==> config.mk <==
export PLATFORM = sky130hd
export DESIGN_NAME = point_in_polygon_ray_cast
export DESIGN_NICKNAME = d
export VERILOG_FILES = /design/src/rtl/pip_pkg.sv /design/src/rtl/pip_edge_prep.sv /design/src/rtl/pip_crossing.sv /design/src/rtl/point_in_polygon_ray_cast.sv
export SDC_FILE = /design/constraint.sdc
export NUM_CORES = 2
export LEC_CHECK = 0
export BUFFER_PORTS_ARGS = -buffer_cell sky130_fd_sc_hd__buf_2
export CORE_MARGIN = 2
export CORE_UTILIZATION = 45
export CTS_CLUSTER_SIZE = 16
export DETAILED_ROUTE_END_ITERATION = 7
export PLACE_DENSITY = 0.7
export SETUP_SLACK_MARGIN = 0.5
export SYNTH_ARGS = -nofsm -noshare
export SYNTH_HDL_FRONTEND = slang
export SYNTH_SLANG_ARGS = --single-unit
export TNS_END_PERCENT = 100
==> constraint.sdc <==
create_clock -name i_clk -period 7.4 [get_ports i_clk]
set_input_delay 0.74 -clock i_clk [delete_from_list [all_inputs] [get_ports i_clk]]
set_output_delay 0.74 -clock i_clk [all_outputs]
set_load 0.005 [all_outputs]
==> src/rtl/pip_pkg.sv <==
// shared types, widths and helpers for the point-in-polygon ray-cast block
`timescale 1ns / 1ps

package pip_pkg;

    // width of every coordinate field and of the far-x register on the ports
    localparam int FIELD_W = 16;

    // coordinates are taken from the low COORD_BITS bits of each field
    localparam int COORD_BITS = 16;

    // widths of the edge differences and of their products
    localparam int DIFF_W = COORD_BITS + 1;
    localparam int PROD_W = 2 * DIFF_W;

    // far-x register value after reset
    localparam logic signed [FIELD_W-1:0] RAY_FAR_X_RESET = -16'sd1000;

    // fewest edges that make a polygon
    localparam logic [1:0] MIN_EDGES = 2'd3;

    typedef logic signed [COORD_BITS-1:0] t_coord;
    typedef logic signed [PROD_W-1:0]     t_prod;

    // one accepted input item as it sits in the input register
    typedef struct packed {
        logic [FIELD_W-1:0] query_x;
        logic [FIELD_W-1:0] query_y;
        logic [FIELD_W-1:0] edge_start_x;
        logic [FIELD_W-1:0] edge_start_y;
        logic [FIELD_W-1:0] edge_end_x;
        logic [FIELD_W-1:0] edge_end_y;
        logic               last_edge;
    } t_edge_in;

    // products and flags handed from the product stage to the result stage
    typedef struct packed {
        t_prod prod_ry_ex;   // (py - sy) * (ex - sx)
        t_prod prod_ey_px;   // (ey - sy) * (px - sx)
        t_prod prod_ey_ox;   // (ey - sy) * (ox - sx)
        logic  opp_ray;      // edge endpoints strictly on both sides of the ray line
        logic  box_query;    // query point inside the edge bounding box
        logic  box_far;      // ray far point inside the edge bounding box
        logic  end_on_ray;   // an endpoint lies on the ray segment
        logic  vertex;       // an endpoint on the ray row at or right of the point
        logic  last_edge;
    } t_edge_prep;

    // low COORD_BITS bits of a field as a signed coordinate
    function automatic t_coord to_coord(input logic [FIELD_W-1:0] f);
        logic [FIELD_W+COORD_BITS-1:0] ext;
        ext = {{COORD_BITS{1'b0}}, f};
        return t_coord'(ext[COORD_BITS-1:0]);
    endfunction

    // v lies between a and b, inclusive, in either order
    function automatic logic between(input t_coord v, input t_coord a, input t_coord b);
        return ((v >= a) && (v <= b)) || ((v >= b) && (v <= a));
    endfunction

endpackage

==> src/rtl/pip_edge_prep.sv <==
// product stage: edge differences, cross products and bounding-box flags
`timescale 1ns / 1ps

module pip_edge_prep import pip_pkg::*; (
    input  logic                      i_clk,
    input  logic                      i_rst_n,
    input  logic signed [FIELD_W-1:0] i_ray_far_x,
    input  logic                      i_valid,
    input  t_edge_in                  i_edge,
    output logic                      o_ready,
    output logic                      o_valid,
    output t_edge_prep                o_prep,
    input  logic                      i_ready
);

    t_coord px, py, sx, sy, ex, ey, ox;
    logic signed [DIFF_W-1:0] d_ry, d_ex, d_ey, d_px, d_ox;
    logic sy_above, sy_below, ey_above, ey_below, ox_right, ox_left;
    logic d3_pos, d3_neg, d4_pos, d4_neg;
    logic y_in_box;
    t_edge_prep n_prep;
    logic r_valid;
    t_edge_prep r_prep;

    // coordinates of this edge and query
    always_comb begin
        px = to_coord(i_edge.query_x);
        py = to_coord(i_edge.query_y);
        sx = to_coord(i_edge.edge_start_x);
        sy = to_coord(i_edge.edge_start_y);
        ex = to_coord(i_edge.edge_end_x);
        ey = to_coord(i_edge.edge_end_y);
        ox = to_coord(i_ray_far_x);
    end

    // edge-relative differences, exact at one bit wider
    always_comb begin
        d_ry = DIFF_W'(py) - DIFF_W'(sy);
        d_ex = DIFF_W'(ex) - DIFF_W'(sx);
        d_ey = DIFF_W'(ey) - DIFF_W'(sy);
        d_px = DIFF_W'(px) - DIFF_W'(sx);
        d_ox = DIFF_W'(ox) - DIFF_W'(sx);
    end

    // endpoint orientations against the ray line reduce to sign products
    always_comb begin
        sy_above = sy > py;
        sy_below = sy < py;
        ey_above = ey > py;
        ey_below = ey < py;
        ox_right = ox > px;
        ox_left  = ox < px;
        d3_pos   = (sy_above && ox_right) || (sy_below && ox_left);
        d3_neg   = (sy_above && ox_left) || (sy_below && ox_right);
        d4_pos   = (ey_above && ox_right) || (ey_below && ox_left);
        d4_neg   = (ey_above && ox_left) || (ey_below && ox_right);
        y_in_box = between(py, sy, ey);
    end

    // next contents of the product register
    always_comb begin
        n_prep.prod_ry_ex = t_prod'(d_ry) * t_prod'(d_ex);
        n_prep.prod_ey_px = t_prod'(d_ey) * t_prod'(d_px);
        n_prep.prod_ey_ox = t_prod'(d_ey) * t_prod'(d_ox);
        n_prep.opp_ray    = (d3_pos && d4_neg) || (d3_neg && d4_pos);
        n_prep.box_query  = between(px, sx, ex) && y_in_box;
        n_prep.box_far    = between(ox, sx, ex) && y_in_box;
        n_prep.end_on_ray = (!d3_pos && !d3_neg && between(sx, px, ox) && (sy == py)) ||
                            (!d4_pos && !d4_neg && between(ex, px, ox) && (ey == py));
        n_prep.vertex     = ((sy == py) && (sx >= px)) || ((ey == py) && (ex >= px));
        n_prep.last_edge  = i_edge.last_edge;
    end

    assign o_ready = !r_valid || i_ready;

    // product register
    always_ff @(posedge i_clk) begin
        if (!i_rst_n) begin
            r_valid <= 1'b0;
        end else if (o_ready) begin
            r_valid <= i_valid;
        end
        if (o_ready && i_valid) begin
            r_prep <= n_prep;
        end
    end

    assign o_valid = r_valid;
    assign o_prep  = r_prep;

endmodule

==> src/rtl/pip_crossing.sv <==
// result stage: orientation signs, crossing parity, edge count and result register
`timescale 1ns / 1ps

module pip_crossing import pip_pkg::*; (
    input  logic       i_clk,
    input  logic       i_rst_n,
    input  logic       i_valid,
    input  t_edge_prep i_prep,
    output logic       o_ready,
    output logic       o_out_valid,
    output logic       o_is_inside,
    output logic       o_too_few_edges,
    input  logic       i_out_ready
);

    logic d1_pos, d1_neg, d1_zero, d2_pos, d2_neg, d2_zero;
    logic hit, flip, out_free, take;
    logic n_parity, few;
    logic [1:0] n_count;
    logic r_parity;
    logic [1:0] r_edges_seen;
    logic r_out_valid, r_is_inside, r_too_few;

    // signs of the edge-line orientations d1 and d2
    always_comb begin
        d1_pos  = i_prep.prod_ry_ex > i_prep.prod_ey_px;
        d1_neg  = i_prep.prod_ry_ex < i_prep.prod_ey_px;
        d1_zero = !d1_pos && !d1_neg;
        d2_pos  = i_prep.prod_ry_ex > i_prep.prod_ey_ox;
        d2_neg  = i_prep.prod_ry_ex < i_prep.prod_ey_ox;
        d2_zero = !d2_pos && !d2_neg;
    end

    // segment intersection, then the vertex rule
    always_comb begin
        hit  = (((d1_pos && d2_neg) || (d1_neg && d2_pos)) && i_prep.opp_ray) ||
               (d1_zero && i_prep.box_query) ||
               (d2_zero && i_prep.box_far) ||
               i_prep.end_on_ray;
        flip = hit && !i_prep.vertex;
    end

    // an edge without the last flag never waits on the result register
    assign out_free = !r_out_valid || i_out_ready;
    assign o_ready  = !i_valid || !i_prep.last_edge || out_free;
    assign take     = i_valid && o_ready;

    // updated parity and saturating count for this edge
    always_comb begin
        n_parity = r_parity ^ flip;
        n_count  = (r_edges_seen == MIN_EDGES) ? r_edges_seen : r_edges_seen + 2'd1;
        few      = n_count < MIN_EDGES;
    end

    // running state and result register
    always_ff @(posedge i_clk) begin
        if (!i_rst_n) begin
            r_parity     <= 1'b0;
            r_edges_seen <= 2'd0;
            r_out_valid  <= 1'b0;
        end else begin
            if (take && i_prep.last_edge) begin
                r_out_valid <= 1'b1;
            end else if (i_out_ready) begin
                r_out_valid <= 1'b0;
            end
            if (take) begin
                if (i_prep.last_edge) begin
                    r_parity     <= 1'b0;
                    r_edges_seen <= 2'd0;
                end else begin
                    r_parity     <= n_parity;
                    r_edges_seen <= n_count;
                end
            end
        end
        if (take && i_prep.last_edge) begin
            r_is_inside <= !few && n_parity;
            r_too_few   <= few;
        end
    end

    assign o_out_valid     = r_out_valid;
    assign o_is_inside     = r_is_inside;
    assign o_too_few_edges = r_too_few;

endmodule

==> src/rtl/point_in_polygon_ray_cast.sv <==
// top level of the point-in-polygon ray-cast edge tester
`timescale 1ns / 1ps

// Each transfer on the input channel carries the query point and one polygon edge; the
// block accepts one edge every clock cycle unless the output stalls it, and keeps a crossing
// parity and an edge count across edges of the same query. The edge marked last_edge
// produces one result transfer after it has passed the input register, the cross-product
// register and the result register. Edges without last_edge produce no result. While a
// result waits on the output, edges keep flowing until a further last edge reaches the
// result stage. ray_far_x is written through i_cfg_we / i_cfg_wdata and should only
// change while no edge is in flight.

module point_in_polygon_ray_cast import pip_pkg::*; (
    input  logic                      i_clk,
    input  logic                      i_rst_n,
    input  logic                      i_cfg_we,
    input  logic signed [FIELD_W-1:0] i_cfg_wdata,
    input  logic                      i_in_valid,
    output logic                      o_in_ready,
    input  logic signed [FIELD_W-1:0] i_query_x,
    input  logic signed [FIELD_W-1:0] i_query_y,
    input  logic signed [FIELD_W-1:0] i_edge_start_x,
    input  logic signed [FIELD_W-1:0] i_edge_start_y,
    input  logic signed [FIELD_W-1:0] i_edge_end_x,
    input  logic signed [FIELD_W-1:0] i_edge_end_y,
    input  logic                      i_last_edge,
    output logic                      o_out_valid,
    input  logic                      i_out_ready,
    output logic                      o_is_inside,
    output logic                      o_too_few_edges
);

    logic signed [FIELD_W-1:0] r_ray_far_x;
    logic       r_in_valid;
    t_edge_in   r_in;
    t_edge_in   n_in;
    logic       prep_ready, prep_valid, cross_ready;
    t_edge_prep prep;

    // far-x configuration register
    always_ff @(posedge i_clk) begin
        if (!i_rst_n) begin
            r_ray_far_x <= RAY_FAR_X_RESET;
        end else if (i_cfg_we) begin
            r_ray_far_x <= i_cfg_wdata;
        end
    end

    // input register
    always_comb begin
        n_in.query_x      = i_query_x;
        n_in.query_y      = i_query_y;
        n_in.edge_start_x = i_edge_start_x;
        n_in.edge_start_y = i_edge_start_y;
        n_in.edge_end_x   = i_edge_end_x;
        n_in.edge_end_y   = i_edge_end_y;
        n_in.last_edge    = i_last_edge;
    end

    assign o_in_ready = !r_in_valid || prep_ready;

    always_ff @(posedge i_clk) begin
        if (!i_rst_n) begin
            r_in_valid <= 1'b0;
        end else if (o_in_ready) begin
            r_in_valid <= i_in_valid;
        end
        if (o_in_ready && i_in_valid) begin
            r_in <= n_in;
        end
    end

    // cross products and box flags
    pip_edge_prep u_prep (
        .i_clk       (i_clk),
        .i_rst_n     (i_rst_n),
        .i_ray_far_x (r_ray_far_x),
        .i_valid     (r_in_valid),
        .i_edge      (r_in),
        .o_ready     (prep_ready),
        .o_valid     (prep_valid),
        .o_prep      (prep),
        .i_ready     (cross_ready)
    );

    // crossing decision, parity and result
    pip_crossing u_cross (
        .i_clk           (i_clk),
        .i_rst_n         (i_rst_n),
        .i_valid         (prep_valid),
        .i_prep          (prep),
        .o_ready         (cross_ready),
        .o_out_valid     (o_out_valid),
        .o_is_inside     (o_is_inside),
        .o_too_few_edges (o_too_few_edges),
        .i_out_ready     (i_out_ready)
    );

endmodule

==> results.sh <==
export IMPL_cts_sinks=229
export IMPL_hold_path_class="in2reg"
export IMPL_finalInstanceArea_mm2=0.0598
export IMPL_cp_slowest_stage_delay_ns=0.54
export IMPL_vias_per_cell=5.19
export IMPL_hold_end="r_in[57]"
export IMPL_syn_num_nets=6382
export IMPL_worstHoldStart="i_edge_start_x[8]"
export IMPL_layout_common_cells="inv_1, buf_4, fa_1"
export IMPL_synth_edff_count=207
export IMPL_failed_checks="setup timing"
export IMPL_instances_no_fill=7330
export IMPL_synth_top_flop_cell="edfxtp_1"
export IMPL_wl_per_cell_um=19.8
export IMPL_min_period_over_period_pct=113
export IMPL_nets=7415
export IMPL_dieArea_mm2=0.106
export IMPL_crit_family="adder cells"
export IMPL_first_pass_iters=6
export IMPL_post_synth_inst_count=4903
export IMPL_r2r_end="u_prep.o_prep[39]"
export IMPL_portBuffers=121
export IMPL_setup_ws_ns=-0.949
export IMPL_initial_utilization_pct=45.5
export IMPL_cts_root_buffer="clkbuf_16"
export IMPL_drv_cap=0
export IMPL_die_x_um=325
export IMPL_final_hold_violation_count=0
export IMPL_vias=38100
export IMPL_clk_latency_ns=0.63
export IMPL_grt_max_degree=65
export IMPL_cts_buffers=29
export IMPL_grt_first_pass_wirelength_um=223000
export IMPL_slew_limit_headroom_pct=15.0
export IMPL_final_common_cell="inv_1"
export IMPL_clockBufferDepth=3
export IMPL_area_growth_pct=28.7
export IMPL_startpoint="r_in[49]"
export IMPL_clk_pin_slew_ns=0.07
export IMPL_grt_pass1_vias=40100
export IMPL_clock_skew_ns=0.0431
export IMPL_r2r_start="r_in[49]"
export IMPL_max_freq_mhz=120
export IMPL_cts_hold_fix_buffers=0
export IMPL_worstSetupPathType="reg2reg"
export IMPL_outcome="finished with violations"
export IMPL_grt_usage_pct=27.5
export IMPL_cpMaxStageDelayCell="fa_1"
export IMPL_synth_area_mm2=0.0464
export IMPL_post_dp_hpwl_um=124000
export IMPL_rsz0062_at_grt="true"
export IMPL_dp_cells=7161
export IMPL_routed_wirelength_um=145000
export IMPL_drt_iter0_drc=2540
export IMPL_setup_viol=53
export IMPL_synthDominantAreaCellType="fa_1"
export IMPL_gp_congestion=1.01
export IMPL_dpl_instance_area_mm2=0.0559
export IMPL_worst_setup_path_end_kind="flop"
export IMPL_reg2reg_depth=37
export IMPL_antenna_found_initial=5
export IMPL_hold_depth=1
export IMPL_synth_warning_count=0
export IMPL_rows=117
export IMPL_io_pins=122
export IMPL_htreeDepth=1
export IMPL_grt_ovfl_total=0
export IMPL_regToRegSetupSlack_ns=-0.95
export IMPL_worst_slew_pin_slew_ns=1.26
export IMPL_ys_types=91
export IMPL_tns_ns=-26.98
export IMPL_drv_slew=0
export IMPL_layout_drive_gt1_share_pct=27.0
export IMPL_ant_nets=0
export IMPL_cts_tree="yes"
export IMPL_critPathLaunchType="flop"
export IMPL_period_needed_ns=8.35
export IMPL_pre_cts_ws_ns=-1.19
export IMPL_ys_seq_area_share_pct=14.3
export IMPL_crit_buf_inv=8
export IMPL_coreArea_mm2=0.102
export IMPL_crit_path_frequent_cell="fa_1"
export IMPL_syn_avg_cell_area_um2=9.47
export IMPL_synth_area_leaders="fa_1, edfxtp_1, ha_1"
export IMPL_synthArstFlopShare_pct=0
export IMPL_drc=0
export IMPL_crit_required_ns=7.78
export IMPL_cp_arrival_ns=8.73
export IMPL_path_max_fanout=4
export IMPL_synth_top_area_share_pct=38.5
export IMPL_die_h_um=325
export IMPL_ys_ff_latch=229
-- per-layer routing --
layer	routed length [um]	up-vias	track usage, %
met2	67800	1384	44.6
met1	56600	19100	35.5
met5	12	-	0
li1	-	17300	-
met3	11500	287	4.66
met4	9310	2	14.1
-- logic make-up after synthesis --
| family | after synthesis | share of synthesized area [%] |
|---|---|---|
| muxes | 25 | 0.544 |
| xor gates and xnor gates | 203 | 3.94 |
| adders and majority gates | 1361 | 51.1 |
| buffers and inverters | 1214 | 9.92 |
| AOI/OAI and AO/OA | 492 | 7.15 |
| DFF | 229 | 14.3 |
| and+or+nand+nor | 1379 | 13.0 |
-- sequential cells by signal (all words and copies together), names as in the netlist --
register,flops
u_cross.r_parity,1
u_prep.o_prep,108
u_cross.r_edges_seen,2
u_cross.o_out_valid,1
r_in_valid,1
u_cross.o_too_few_edges,1
u_cross.o_is_inside,1
r_ray_far_x,16
r_in,97
u_prep.o_valid,1
-- how the worst max path moves through the flow --
stage | endpoint | slack [ns] | depth (start not counted)
after floorplan | u_prep.o_prep[71] | -0.38 | 33
after global placement | u_prep.o_prep[39] | -1.04 | 35
after detailed placement | u_prep.o_prep[39] | -1.19 | 35
after CTS | u_prep.o_prep[71] | -0.78 | 38
after global routing | u_prep.o_prep[39] | -1.24 | 37
final | u_prep.o_prep[39] | -0.95 | 37
-- worst register-to-register path, delay by kind of cell (launching register included) --
family          cells  cell delay (ns)
flops               1             0.42
buf+inv             8             0.81
compound gates     13             2.29
xor+xnor            2             0.24
fa+ha+maj           9             3.75
simple gates        5             0.60
-- layout make-up --
type                       instances  area [um2]
tap                             1368        1710
multi-input combinational       3460       37400
inverter                        1101        4130
sequential                       229        6660
antenna                            4        10.0
clock inverter                    16         140
fill                            8535       42300
timing repair buffer            1115        8870
clock buffer                      37         808
-- what timing repair did --
| action | CTS | global route |
|---|---|---|
| resized for setup | 226 | 260 |
| setup endpoints to repair | 64 | 69 |
| endpoints found under the hold margin | 0 | 0 |
| setup buffers | 57 | 53 |
| pin swaps | 133 | 186 |
| cloned | 1 | 1 |
-- synth_stat cells (all sizes together), types with 5 or more instances --
master	n
inv	1101
fa	893
nand2	542
nor2	476
ha	468
edfxtp	207
a21oi	141
xnor2	135
clkbuf	88
o21ai	88
a21o	78
nor2b	70
xor2	68
nand2b	65
nand3	42
o21a	42
nor3	36
and2	28
nand4	28
buf	25
mux2i	23
dfxtp	22
or2	22
a31oi	21
a211oi	20
and3	20
nor4	13
or3	13
a21boi	12
o21bai	12
o211ai	8
o31ai	8
and4	5
o31a	5
-- through the flow --
stage / hold slack, ns / util (%)
2_1_floorplan: 0.400 / -
3_3_place_gp: 0.400 / 54.8
3_5_place_dp: 0.422 / 54.8
4_1_cts: 0.246 / 57.1
5_1_grt: 0.268 / 58.6
6_report: 0.278 / 58.6
Power is not shown: default switching activity piles up to over one toggle a cycle in this logic, so the estimate is an artifact.
